**config.mk**
```make
export PLATFORM = sky130hd
export DESIGN_NAME = eu_dst_flag_from_bcd_date_flat
export DESIGN_NICKNAME = d
export VERILOG_FILES = /design/src/rtl/core/eudst_pkg.sv /design/src/rtl/core/eudst_stream_if.sv /design/src/rtl/core/eudst_rule.sv /design/src/rtl/core/eu_dst_flag_from_bcd_date.sv /design/src/flat_wrapper.sv
export SDC_FILE = /design/constraint.sdc
export NUM_CORES = 1
export LEC_CHECK = 0
export ABC_AREA = 1
export ABC_CLOCK_PERIOD_IN_PS = 9800
export BUFFER_PORTS_ARGS = -buffer_cell sky130_fd_sc_hd__buf_4
export CORE_MARGIN = 4
export CORE_UTILIZATION = 30
export CTS_CLUSTER_SIZE = 8
export DETAILED_ROUTE_END_ITERATION = 10
export PLACE_DENSITY = 0.55
export SKIP_CTS_REPAIR_TIMING = 1
export SYNTH_ARGS = -nofsm -noshare
export SYNTH_HDL_FRONTEND = slang
export SYNTH_HIERARCHICAL = 1
export SYNTH_SLANG_ARGS = --single-unit
```
**constraint.sdc**
```tcl
create_clock -name clk -period 9.8 [get_ports clk]
set_input_delay 0 -clock clk [delete_from_list [all_inputs] [get_ports clk]]
set_output_delay 0 -clock clk [all_outputs]
set_load 0.01 [all_outputs]
```
**src/rtl/core/eudst_pkg.sv**
```systemverilog
// eudst_pkg: payload types, calendar constants and small helper functions
// for the European summer time flag block.
// No dependencies; compiled first.
package eudst_pkg;

	// input item: rtc date as bcd bytes
	typedef struct packed {
		logic [7:0] year_bcd;
		logic [7:0] month_bcd;
		logic [7:0] day_bcd;
	} date_t;

	// result item
	typedef struct packed {
		logic summer_time;
	} flag_t;

	// months that matter for the rule
	localparam logic [7:0] MONTH_MARCH     = 8'd3;
	localparam logic [7:0] MONTH_APRIL     = 8'd4;
	localparam logic [7:0] MONTH_SEPTEMBER = 8'd9;
	localparam logic [7:0] MONTH_OCTOBER   = 8'd10;

	// last day examined for the changeover sunday
	localparam logic [4:0] LAST_DAY = 5'd31;

	// decoded year from which the year counts in the 22nd century
	localparam logic [7:0] CENTURY_STEP = 8'd100;

	// folded zeller constants: offset from the last day back to sunday is
	// (y + y/4 - century + ofs) mod 7, with ofs set by the month
	localparam logic [7:0] MARCH_OFS   = 8'd5;
	localparam logic [7:0] OCTOBER_OFS = 8'd2;

	localparam logic [3:0] SEVEN = 4'd7;

	// high*10 + low, digits not checked
	function automatic logic [7:0] bcd_to_bin(input logic [7:0] b);
		logic [3:0] hi;
		logic [3:0] lo;
		hi = b[7:4];
		lo = b[3:0];
		return {1'b0, hi, 3'b000} + {3'b000, hi, 1'b0} + {4'b0000, lo};
	endfunction

	// remainder by seven through octal digit folding (8 = 1 mod 7)
	function automatic logic [2:0] mod7(input logic [7:0] v);
		logic [4:0] t1;
		logic [3:0] t2;
		t1 = {3'b000, v[7:6]} + {2'b00, v[5:3]} + {2'b00, v[2:0]};
		t2 = {2'b00, t1[4:3]} + {1'b0, t1[2:0]};
		if (t2 >= SEVEN) begin
			t2 = t2 - SEVEN;
		end
		return t2[2:0];
	endfunction

endpackage

```
**src/rtl/core/eudst_stream_if.sv**
```systemverilog
// eudst_stream_if: valid/ready channel with a typed payload.
// Depends on nothing; the payload type is passed in by the user.
interface eudst_stream_if #(
	parameter type payload_t = logic
);
	logic     valid;
	logic     ready;
	payload_t payload;

	modport source (output valid, output payload, input ready);
	modport sink   (input valid, input payload, output ready);
endinterface

```
**src/rtl/core/eudst_rule.sv**
```systemverilog
// eudst_rule: combinational summer time rule for one date.
// Depends on eudst_pkg (constants, bcd decode, mod 7).
module eudst_rule (
	input  eudst_pkg::date_t date,
	output logic             summer_time
);
	import eudst_pkg::*;

	logic [7:0] year;
	logic [7:0] month;
	logic [7:0] day;
	logic [7:0] year_sum;
	logic [7:0] folded;
	logic [2:0] back_days;
	logic [4:0] last_sunday;

	// decode bcd bytes
	assign year  = bcd_to_bin(date.year_bcd);
	assign month = bcd_to_bin(date.month_bcd);
	assign day   = bcd_to_bin(date.day_bcd);

	// leap year terms; year/400 is constant over 2000..2165
	assign year_sum = year + {2'b00, year[7:2]} - {7'd0, (year >= CENTURY_STEP)};

	// days from the 31st back to the last sunday
	assign folded      = year_sum + ((month == MONTH_MARCH) ? MARCH_OFS : OCTOBER_OFS);
	assign back_days   = mod7(folded);
	assign last_sunday = LAST_DAY - {2'b00, back_days};

	// month windows
	always_comb begin
		priority if (month >= MONTH_APRIL && month <= MONTH_SEPTEMBER) begin
			summer_time = 1'b1;
		end else if (month == MONTH_MARCH) begin
			summer_time = (day >= {3'b000, last_sunday});
		end else if (month == MONTH_OCTOBER) begin
			summer_time = (day <= {3'b000, last_sunday});
		end else begin
			summer_time = 1'b0;
		end
	end

endmodule

```
**src/rtl/core/eu_dst_flag_from_bcd_date.sv**
```systemverilog
// eu_dst_flag_from_bcd_date: top level of the summer time flag block.
// Depends on eudst_pkg, eudst_stream_if and eudst_rule.
//
// Usage:
//   date_in  (sink) takes one item per date: bcd year 20YY, month, day.
//   flag_out (source) gives one item per date: summer_time, 1 inside the
//   European summer time period (april to september, march from its last
//   sunday, october up to and including its last sunday).
// Path: an accepted date is held in the input register, passes the rule
//   logic and is held in the result register; flag_out.valid rises when
//   the result register takes it, which a held flag_out can delay.
// Throughput: one date per cycle while flag_out.ready is high, set by the
//   single pass of decode, mod 7 fold and compare between the two registers.
// Reset: arst_n clears both valid bits at once; no item is in flight
//   afterwards and date_in is ready in the first cycle.
// Stall: while flag_out is held, the result register keeps its item and
//   the input register still takes one more date; date_in.ready drops
//   only when both registers are full and flag_out.ready is low.
module eu_dst_flag_from_bcd_date (
	input  logic            clk,
	input  logic            arst_n,
	eudst_stream_if.sink    date_in,
	eudst_stream_if.source  flag_out
);
	import eudst_pkg::*;

	logic  valid_s1;
	date_t date_s1;
	logic  valid_s2;
	flag_t flag_s2;
	logic  advance_s2;
	logic  advance_s1;
	logic  flag_comb;

	// stall control
	assign advance_s2   = !valid_s2 || flag_out.ready;
	assign advance_s1   = !valid_s1 || advance_s2;
	assign date_in.ready = advance_s1;

	// input register
	always_ff @(posedge clk or negedge arst_n) begin
		if (!arst_n) begin
			valid_s1 <= 1'b0;
		end else if (advance_s1) begin
			valid_s1 <= date_in.valid;
		end
	end

	always_ff @(posedge clk) begin
		if (advance_s1 && date_in.valid) begin
			date_s1 <= date_in.payload;
		end
	end

	// rule logic
	eudst_rule u_rule (
		.date        (date_s1),
		.summer_time (flag_comb)
	);

	// result register
	always_ff @(posedge clk or negedge arst_n) begin
		if (!arst_n) begin
			valid_s2 <= 1'b0;
		end else if (advance_s2) begin
			valid_s2 <= valid_s1;
		end
	end

	always_ff @(posedge clk) begin
		if (advance_s2 && valid_s1) begin
			flag_s2.summer_time <= flag_comb;
		end
	end

	assign flag_out.valid   = valid_s2;
	assign flag_out.payload = flag_s2;

endmodule

```
**src/flat_wrapper.sv**
```systemverilog
// flat-port wrapper written by rule: the top's interface ports become plain ports
module eu_dst_flag_from_bcd_date_flat import eudst_pkg::*;
  (clk, arst_n, date_in_valid, date_in_payload, date_in_ready, flag_out_valid, flag_out_payload, flag_out_ready);
  eudst_stream_if #(.payload_t(date_t)) date_in_i ();
  eudst_stream_if #(.payload_t(flag_t)) flag_out_i ();
  input  logic clk;
  input  logic arst_n;
  input wire logic [$bits(date_in_i.valid)-1:0] date_in_valid;
  input wire logic [$bits(date_in_i.payload)-1:0] date_in_payload;
  output wire logic [$bits(date_in_i.ready)-1:0] date_in_ready;
  output wire logic [$bits(flag_out_i.valid)-1:0] flag_out_valid;
  output wire logic [$bits(flag_out_i.payload)-1:0] flag_out_payload;
  input wire logic [$bits(flag_out_i.ready)-1:0] flag_out_ready;
  assign date_in_i.valid = date_in_valid;
  assign date_in_i.payload = date_in_payload;
  assign date_in_ready = date_in_i.ready;
  assign flag_out_valid = flag_out_i.valid;
  assign flag_out_payload = flag_out_i.payload;
  assign flag_out_i.ready = flag_out_ready;
  eu_dst_flag_from_bcd_date u_core (.clk(clk), .arst_n(arst_n), .date_in(date_in_i), .flag_out(flag_out_i));
endmodule
```
==> results.sh, run 1 <==
export IMPL_drtIter0Drc=51
export IMPL_clock_root_buffer="clkbuf_8"
export IMPL_rsz0062_at_grt="no"
export IMPL_slowest_delay_ns=0.58
export IMPL_placed_area_um2=2820
export IMPL_grt_start_max_net_pins=25
export IMPL_setup_tns_ns=0
export IMPL_first_pass_iters=4
export IMPL_status="completed"
export IMPL_slew_violations=0
export IMPL_crit_buf_inv=5
export IMPL_vias_per_cell=4.26
export IMPL_cp_required_ns=9.82
export IMPL_critPathArrivalTime_ns=7.69
export IMPL_wl_per_cell_um=9.67
export IMPL_regArea_um2=801
export IMPL_timing_slew_headroom_pct=39.4
export IMPL_pre_cts_slack_ns=2.12
export IMPL_placementRows=32
export IMPL_clockBufferDepth=2
export IMPL_grtUsageTotal_pct=8.37
export IMPL_cp_slowest_cell="fa_1"
export IMPL_cap_viol_max_count=0
export IMPL_criticalPathCategory="register to register"
export IMPL_clk_pin_slew_worst_paths_ns=0.09
export IMPL_drtAntennaViolNets=0
export IMPL_antenna_found_initial=0
export IMPL_portBuffers=30
export IMPL_critPathCaptureType="register"
export IMPL_initial_utilization_pct=31.3
export IMPL_ys_seq_elements=27
export IMPL_dp_hpwl_mm=3.30
export IMPL_clk_latency_ns=0.27
export IMPL_antennaDiodeCount=0
export IMPL_pin_count=31
export IMPL_cts_num_sinks=27
export IMPL_die_y_um=98.8
export IMPL_coreArea_um2=7890
export IMPL_seq_area_frac_synth_pct=32.4
export IMPL_drc=0
export IMPL_grt_pass1_wl_mm=6.98
export IMPL_critPathMostFrequentCell="nand2_1"
export IMPL_hp_class="input port to register"
export IMPL_worstMarginPinSlew_ns=0.908
export IMPL_finalHoldViolations=0
export IMPL_setup_viol=0
export IMPL_synth_nets=352
export IMPL_gp_congestion=0.795
export IMPL_design_area_um2=3130
export IMPL_htreeDepth=1
export IMPL_wirelength_mm=4.10
export IMPL_syn_instance_count=262
export IMPL_netlist_area_um2=2470
export IMPL_hold_slack_ns=0.0186
export IMPL_synth_distinct_cells=25
export IMPL_cts_tree="done"
export IMPL_nFillCells=774
export IMPL_cp_start_kind="register"
export IMPL_multi_input_area_um2=1440
export IMPL_numCtsBuffers=3
export IMPL_fp_dieW_um=98.8
export IMPL_grt_overflow=0
export IMPL_finalCriticalPeriod_ns=7.67
export IMPL_path_max_fanout=6
export IMPL_vias=1807
export IMPL_yosysWarnings=6
export IMPL_finalWorstSetupSlack_ns=2.13
export IMPL_syn_to_final_growth_pct=26.7
export IMPL_path_delay_family="adder cells"
export IMPL_drive_above_1_share_pct=12.1
export IMPL_fmax_mhz=130
export IMPL_grt_pass1_vias=1764
export IMPL_layout_nets=413
export IMPL_avgSynthCellArea_um2=9.43
export IMPL_finalCritPeriodShare_pct=78.2
export IMPL_die_area_um2=9750
export IMPL_finClkSkew_ns=0.00486
## registers in the layout (all words and copies together), names as in the netlist
register / cells
u_core/flag_out.payload: 1
u_core/date_s1: 24
u_core/valid_s1: 1
u_core/flag_out.valid: 1
## cells in the mapped netlist
master     n  area share [%]
a21boi_0   1            0.30
a21o_1     1            0.30
a21oi_1   11             2.2
a31oi_1    1            0.25
dfrtp_1    2             2.0
edfxtp_1  25              30
fa_1      13              11
ha_1      49              25
inv_1     62             9.4
nand2_1   43             6.5
nand2_2    1            0.25
nand3_1   15             3.0
nand3_2    2            0.81
nand3b_1   1            0.30
nand4_1    2            0.51
nor2_1    13             2.0
nor3_1     1            0.20
o211ai_1   1            0.30
o21ai_0    4            0.81
o21ai_1    1            0.20
or2_0      1            0.25
or2_4      1            0.35
xnor2_1    2            0.71
xor2_1     8             2.8
xor2_2     1            0.66
## stage by stage
stage               util [%]  std cells
floorplan                  -        262
global placement        35.8        394
detailed placement      35.8        394
CTS                     36.4        398
global route            39.7        424
finish                  39.7        424
## metal layers
| metal | share of wire (%) | up-vias | wire length [um] | track usage (%) |
|---|---|---|---|---|
| met3 | 2.7 | 6 | 111 | 1.49 |
| met4 | 1.9 | 0 | 76 | 2.84 |
| li1 | - | 966 | - | - |
| met5 | 0 | - | 0 | 0 |
| met1 | 47 | 807 | 1930 | 10.6 |
| met2 | 48 | 28 | 1980 | 14.4 |
## logic make-up (layout without fill, tap and decap cells)
kind of cell,Yosys count,after routing,synth area share [%]
and+or+nand+nor,80,80,14.2
buffers and inverters,62,122,9.42
AOI/OAI and AO/OA,20,20,4.41
adders and majority gates,62,62,35.3
xor gates and xnor gates,11,11,4.20
DFF,27,27,32.4
## cell usage in the layout, fill, tap and decap left out, drive strengths merged
| cell | Yosys | layout |
|---|---|---|
| a21boi | 1 | 1 |
| a21o | 1 | 1 |
| a21oi | 11 | 11 |
| a31oi | 1 | 1 |
| buf | 0 | 30 |
| clkbuf | 0 | 3 |
| clkinv | 0 | 1 |
| dfrtp | 2 | 2 |
| dlygate4sd3 | 0 | 26 |
| edfxtp | 25 | 25 |
| fa | 13 | 13 |
| ha | 49 | 49 |
| inv | 62 | 62 |
| nand2 | 44 | 44 |
| nand3 | 17 | 17 |
| nand3b | 1 | 1 |
| nand4 | 2 | 2 |
| nor2 | 13 | 13 |
| nor3 | 1 | 1 |
| o211ai | 1 | 1 |
| o21ai | 5 | 5 |
| or2 | 2 | 2 |
| xnor2 | 2 | 2 |
| xor2 | 9 | 9 |
## worst min-delay path: stages
cell and delay (ns):
buf_4 0.08, inv_1 0.06, nand2_1 0.06, nand2_1 0.05
## cell type report
| cell class | count | area share [%] |
|---|---|---|
| sequential | 27 | 25.6 |
| clock buffer | 3 | 1.32 |
| timing repair buffer | 56 | 15.5 |
| clock inverter | 1 | 0.160 |
| tap | 102 | 4.08 |
| inverter | 62 | 7.43 |
| multi-input combinational | 173 | 45.9 |
## path summary, 6_finish.rpt
| kind | startpoint | endpoint | slack, ns | cells past startpoint |
|---|---|---|---|---|
| setup / recovery | u_core/date_s1[19] | u_core/flag_out.payload | 2.13 | 40 |
| hold / removal | flag_out_ready | u_core/flag_out.valid | 0.02 | 4 |
| setup reg to reg | u_core/date_s1[19] | u_core/flag_out.payload | 2.13 | 40 |
| hold reg to reg | u_core/valid_s1 | u_core/flag_out.valid | 0.52 | 2 |
| max in group asynchronous | arst_n | u_core/flag_out.valid | 9.68 | 2 |
| min in group asynchronous | arst_n | u_core/valid_s1 | 0.04 | 2 |
Power of run 1 is not shown: default switching activity piles up to over one toggle a cycle in this logic, so the estimate is an artifact.
==> inputs of run 2 (changes only) <==
--- a/config.mk
+++ b/config.mk
@@ -6,13 +6,13 @@
 export NUM_CORES = 1
 export LEC_CHECK = 0
 export ABC_AREA = 1
-export ABC_CLOCK_PERIOD_IN_PS = 9800
+export ABC_CLOCK_PERIOD_IN_PS = 6600
 export BUFFER_PORTS_ARGS = -buffer_cell sky130_fd_sc_hd__buf_4
 export CORE_MARGIN = 4
 export CORE_UTILIZATION = 30
 export CTS_CLUSTER_SIZE = 8
 export DETAILED_ROUTE_END_ITERATION = 10
-export PLACE_DENSITY = 0.55
+export PLACE_DENSITY = 0.56
 export SKIP_CTS_REPAIR_TIMING = 1
 export SYNTH_ARGS = -nofsm -noshare
 export SYNTH_HDL_FRONTEND = slang
==> constraint.sdc (replaced) <==
create_clock -name clk -period 6.6 [get_ports clk]
set_input_delay 0 -clock clk [delete_from_list [all_inputs] [get_ports clk]]
set_output_delay 0 -clock clk [all_outputs]
set_load 0.01 [all_outputs]
==> run 2 against run 1 <==
The flow now finishes with violations (negative setup slack). Clock-buffer cell count up 1. Die area unchanged. Final area up 13%. Utilization up 5.0 points. Critical endpoint unchanged. Largest cell class unchanged.
==> results.sh, run 2 (same netlist as run 1, synthesis figures left out) <==
export IMPL_status="finished, violations left"
export IMPL_violations="negative setup slack"
export IMPL_largest_reg_flops=24
export IMPL_layout_nets=447
export IMPL_cts_num_sinks=27
export IMPL_syn_to_final_growth_pct=42.6
export IMPL_wl_per_cell_um=9.56
export IMPL_final_common_cell="buf_4"
export IMPL_design_area_um2=3520
export IMPL_coreArea_um2=7890
export IMPL_placed_area_um2=3110
export IMPL_final_util_pct=44.7
export IMPL_initial_utilization_pct=31.3
export IMPL_drtAntennaViolNets=0
export IMPL_drtIter0Drc=16
export IMPL_drc=0
export IMPL_clock_root_buffer="clkbuf_8"
export IMPL_hold_slack_ns=0.0244
export IMPL_numCtsBuffers=3
export IMPL_criticalPathCategory="register to register"
export IMPL_htreeDepth=1
export IMPL_grt_start_max_net_pins=25
export IMPL_clockBufferDepth=2
export IMPL_wirelength_mm=4.38
export IMPL_slew_violations=0
export IMPL_finClkSkew_ns=0.0107
export IMPL_portBuffers=30
export IMPL_cp_start_kind="register"
export IMPL_cap_viol_max_count=0
export IMPL_finalHoldViolations=0
export IMPL_worstMarginPinSlew_ns=0.935
export IMPL_critPathMostFrequentCell="nand2_1"
export IMPL_grt_overflow=0
export IMPL_r2r_slack_ns=-0.41
export IMPL_pin_count=31
export IMPL_clk_latency_ns=0.28
export IMPL_critPathCaptureType="register"
export IMPL_clk_pin_slew_worst_paths_ns=0.09
export IMPL_grt_pass1_wl_mm=7.53
export IMPL_antennaDiodeCount=0
export IMPL_die_area_um2=9750
export IMPL_final_cell_mix="buf_4 (63), inv_1 (57), nand2_1 (41), ha_1 (39), dlygate4sd3_1 (27)"
export IMPL_path_max_fanout=3
export IMPL_nFillCells=734
export IMPL_dp_hpwl_mm=3.59
export IMPL_placementRows=32
export IMPL_finalCritPeriodShare_pct=106
export IMPL_fmax_mhz=143
export IMPL_cp_slowest_cell="fa_2"
export IMPL_regMostFlops="u_core/date_s1"
export IMPL_antenna_found_initial=0
export IMPL_slowest_delay_ns=0.57
export IMPL_grtUsageTotal_pct=9.24
export IMPL_r2r_start="u_core/date_s1[20]"
export IMPL_reg2reg_depth=40
export IMPL_drive_above_1_share_pct=28.7
export IMPL_hp_class="input port to asynchronous set/reset pin"
export IMPL_finalCriticalPeriod_ns=7.01
export IMPL_gp_congestion=0.734
export IMPL_vias=1912
export IMPL_regToRegEndpoint="u_core/flag_out.payload"
export IMPL_setup_viol=1
export IMPL_first_pass_iters=4
export IMPL_vias_per_cell=4.17
export IMPL_cp_required_ns=6.64
export IMPL_grt_pass1_vias=1869
export IMPL_fp_dieW_um=98.8
export IMPL_critPathArrivalTime_ns=7.04
export IMPL_rsz0062_at_grt="yes"
export IMPL_cts_tree="done"
export IMPL_timing_slew_headroom_pct=37.6
export IMPL_finalWorstSetupSlack_ns=-0.406
export IMPL_die_y_um=98.8
-- run 2: how the worst max path moves through the flow --
stage                                  start                 endpoint  slack, ns
final                     u_core/date_s1[20]  u_core/flag_out.payload      -0.41
after global routing      u_core/date_s1[20]  u_core/flag_out.payload      -0.89
after CTS                 u_core/date_s1[22]  u_core/flag_out.payload      -0.48
after detailed placement  u_core/date_s1[22]  u_core/flag_out.payload      -0.49
after global placement    u_core/date_s1[22]  u_core/flag_out.payload      -0.44
after floorplan           u_core/date_s1[21]  u_core/flag_out.payload      -0.15
-- run 2: area by class of cell --
type	count	area (um^2)	share of cell area, %
multi-input cells	173	1570	44.7
flip-flops and latches	27	801	22.7
repair buffers	90	743	21.1
inverters	62	233	6.61
well taps	102	128	3.62
clock buffers	4	45.0	1.28
-- run 2: critical path, delay by kind of cell (launching register included) --
| kind | cells | cell delay, ns |
|---|---|---|
| compound gates | 4 | 0.49 |
| xor+xnor | 3 | 0.42 |
| fa+ha+maj | 13 | 3.99 |
| buf+inv | 8 | 0.66 |
| flops | 1 | 0.41 |
| simple gates | 12 | 0.82 |
-- run 2: layer usage --
layer | routed length (um) | vias up | track usage [%]
met5 | 0 | - | 0
met4 | 65 | 0 | 3.78
met3 | 128 | 6 | 1.49
met2 | 2140 | 23 | 15.4
met1 | 2050 | 851 | 11.9
li1 | - | 1032 | -
-- run 2: per-stage QoR --
| step | setup TNS [ns] | setup slack (ns) | std cells |
|---|---|---|---|
| 6_report | -0.406 | -0.406 | 458 |
| 5_1_grt | -0.886 | -0.886 | 458 |
| 3_3_place_gp | -0.436 | -0.436 | 423 |
| 3_5_place_dp | -0.495 | -0.495 | 423 |
| 4_1_cts | -0.475 | -0.475 | 427 |
| 2_1_floorplan | -0.153 | -0.153 | 262 |
Power of run 2 is left out for the same reason.
==> inputs of run 3 (changes only) <==
--- a/config.mk
+++ b/config.mk
@@ -13,6 +13,7 @@
 export CTS_CLUSTER_SIZE = 8
 export DETAILED_ROUTE_END_ITERATION = 10
 export PLACE_DENSITY = 0.56
+export RECOVER_POWER = 100
 export SKIP_CTS_REPAIR_TIMING = 1
 export SYNTH_ARGS = -nofsm -noshare
 export SYNTH_HDL_FRONTEND = slang
==> run 3 against run 2 <==
The run still ends with negative setup slack left. Sequential cell count unchanged. Routed wire length fell by 0.43%. Non-clock buffer count stayed put. Final cell count stayed put. Worst hold slack better by 0.0052 ns. Via count down 0.10%. Setup slack gained 0.0029 ns. Highest routed layer unchanged.
==> results.sh, run 3 (same netlist as run 1, synthesis figures left out) <==
export IMPL_clockBufferDepth=2
export IMPL_rsz0062_at_grt="yes"
export IMPL_wirelength_mm=4.36
export IMPL_final_cells=458
export IMPL_largest_reg_flops=24
export IMPL_final_util_pct=44.4
export IMPL_portBuffers=30
export IMPL_regToRegEndpoint="u_core/flag_out.payload"
export IMPL_worstMarginPinSlew_ns=0.926
export IMPL_die_area_um2=9750
export IMPL_clk_pin_slew_worst_paths_ns=0.09
export IMPL_finalCritPeriodShare_pct=106
export IMPL_hp_class="input port to asynchronous set/reset pin"
export IMPL_slowest_delay_ns=0.57
export IMPL_cp_slowest_cell="fa_2"
export IMPL_regMostFlops="u_core/date_s1"
export IMPL_violations="negative setup slack"
export IMPL_layout_nets=447
export IMPL_regArea_um2=801
export IMPL_critPathMostFrequentCell="nand2_1"
export IMPL_drc=0
export IMPL_dp_hpwl_mm=3.59
export IMPL_drtIter0Drc=15
export IMPL_multi_input_area_um2=1570
export IMPL_cp_start_kind="register"
export IMPL_drtAntennaViolNets=0
export IMPL_cap_viol_max_count=0
export IMPL_reg2reg_depth=40
export IMPL_criticalPathCategory="register to register"
export IMPL_gp_congestion=0.734
export IMPL_final_common_cell="inv_1"
export IMPL_coreArea_um2=7890
export IMPL_critPathCaptureType="register"
export IMPL_vias_per_cell=4.17
export IMPL_setup_viol=1
export IMPL_clock_root_buffer="clkbuf_8"
export IMPL_wl_per_cell_um=9.52
export IMPL_r2r_start="u_core/date_s1[20]"
export IMPL_finClkSkew_ns=0.0114
export IMPL_critPathArrivalTime_ns=7.04
export IMPL_r2r_slack_ns=-0.40
export IMPL_initial_utilization_pct=31.3
export IMPL_placementRows=32
export IMPL_pre_cts_slack_ns=-0.495
export IMPL_slew_violations=0
export IMPL_place_inst=423
export IMPL_fmax_mhz=143
export IMPL_grt_busiest_layer="met2"
export IMPL_syn_to_final_growth_pct=41.8
export IMPL_timing_slew_headroom_pct=38.2
export IMPL_nFillCells=741
export IMPL_cts_tree="done"
export IMPL_finalWorstSetupSlack_ns=-0.403
export IMPL_hold_slack_ns=0.0296
export IMPL_finalCriticalPeriod_ns=7.00
export IMPL_met1_usage_pct=11.9
export IMPL_htreeDepth=1
export IMPL_clk_latency_ns=0.28
export IMPL_met2_usage_pct=15.4
export IMPL_die_y_um=98.8
export IMPL_finalHoldViolations=0
export IMPL_status="finished, violations left"
export IMPL_path_max_fanout=3
export IMPL_first_pass_iters=4
export IMPL_pin_count=31
export IMPL_crit_path_end="u_core/flag_out.payload"
export IMPL_use_met3_pct=1.49
export IMPL_grt_start_max_net_pins=25
export IMPL_cts_num_sinks=27
export IMPL_numCtsBuffers=3
export IMPL_cp_required_ns=6.64
export IMPL_vias=1910
export IMPL_grt_overflow=0
export IMPL_startpoint="u_core/date_s1[20]"
export IMPL_antenna_found_initial=0
export IMPL_drive_above_1_share_pct=27.2
export IMPL_grt_pass1_vias=1869
export IMPL_grt_pass1_wl_mm=7.53
export IMPL_antennaDiodeCount=0
export IMPL_fp_dieW_um=98.8
export IMPL_final_cell_mix="inv_1 (57), nand2_1 (41), ha_1 (39), buf_4 (35), dlygate4sd3_1 (27)"
export IMPL_grtUsageTotal_pct=9.24
[run 3: cell count changes in the layout (fill, tap and decap cells not counted), sizes merged]
cell and delta:
buf -28, clkbuf +28
[run 3: how the worst min path moves through the flow]
stage,startpoint,cells past startpoint,to,slack (ns)
floorplan,arst_n,0,u_core/flag_out.valid,-0.30
global placement,arst_n,1,u_core/valid_s1,-0.22
detailed placement,arst_n,1,u_core/valid_s1,-0.22
CTS,arst_n,1,u_core/valid_s1,-0.53
global route,arst_n,2,u_core/valid_s1,0.04
finish,arst_n,2,u_core/flag_out.valid,0.03
[run 3: routing by layer]
layer | vias to the layer above | share of wire (%)
met5 | - | 0
met4 | 0 | 1.5
met3 | 6 | 2.7
met2 | 23 | 49
met1 | 849 | 47
li1 | 1032 | -
[run 3: stage by stage]
stage	instance area, um^2	TNS, ns
2_1_floorplan	2540	-0.153
3_3_place_gp	3110	-0.436
3_5_place_dp	3110	-0.495
4_1_cts	3160	-0.475
5_1_grt	3500	-0.886
6_report	3500	-0.403
[run 3: final cells by class]
cell class,instances,area share [%]
inverter,62,6.64
clock buffer,4,1.29
sequential,27,22.9
timing repair buffer,90,20.8
multi-input combinational,173,44.8
tap,102,3.64
[run 3: critical path: cells and delay by family, from the launching register on]
family / cells / cell delay [ns]
buffers and inverters: 8 / 0.66
flip-flops: 1 / 0.41
XOR/XNOR: 3 / 0.42
adder cells (fa/ha/maj): 13 / 3.99
AO/OA/AOI/OAI: 4 / 0.49
AND/OR/NAND/NOR: 12 / 0.81
Power of run 3 is left out for the same reason.
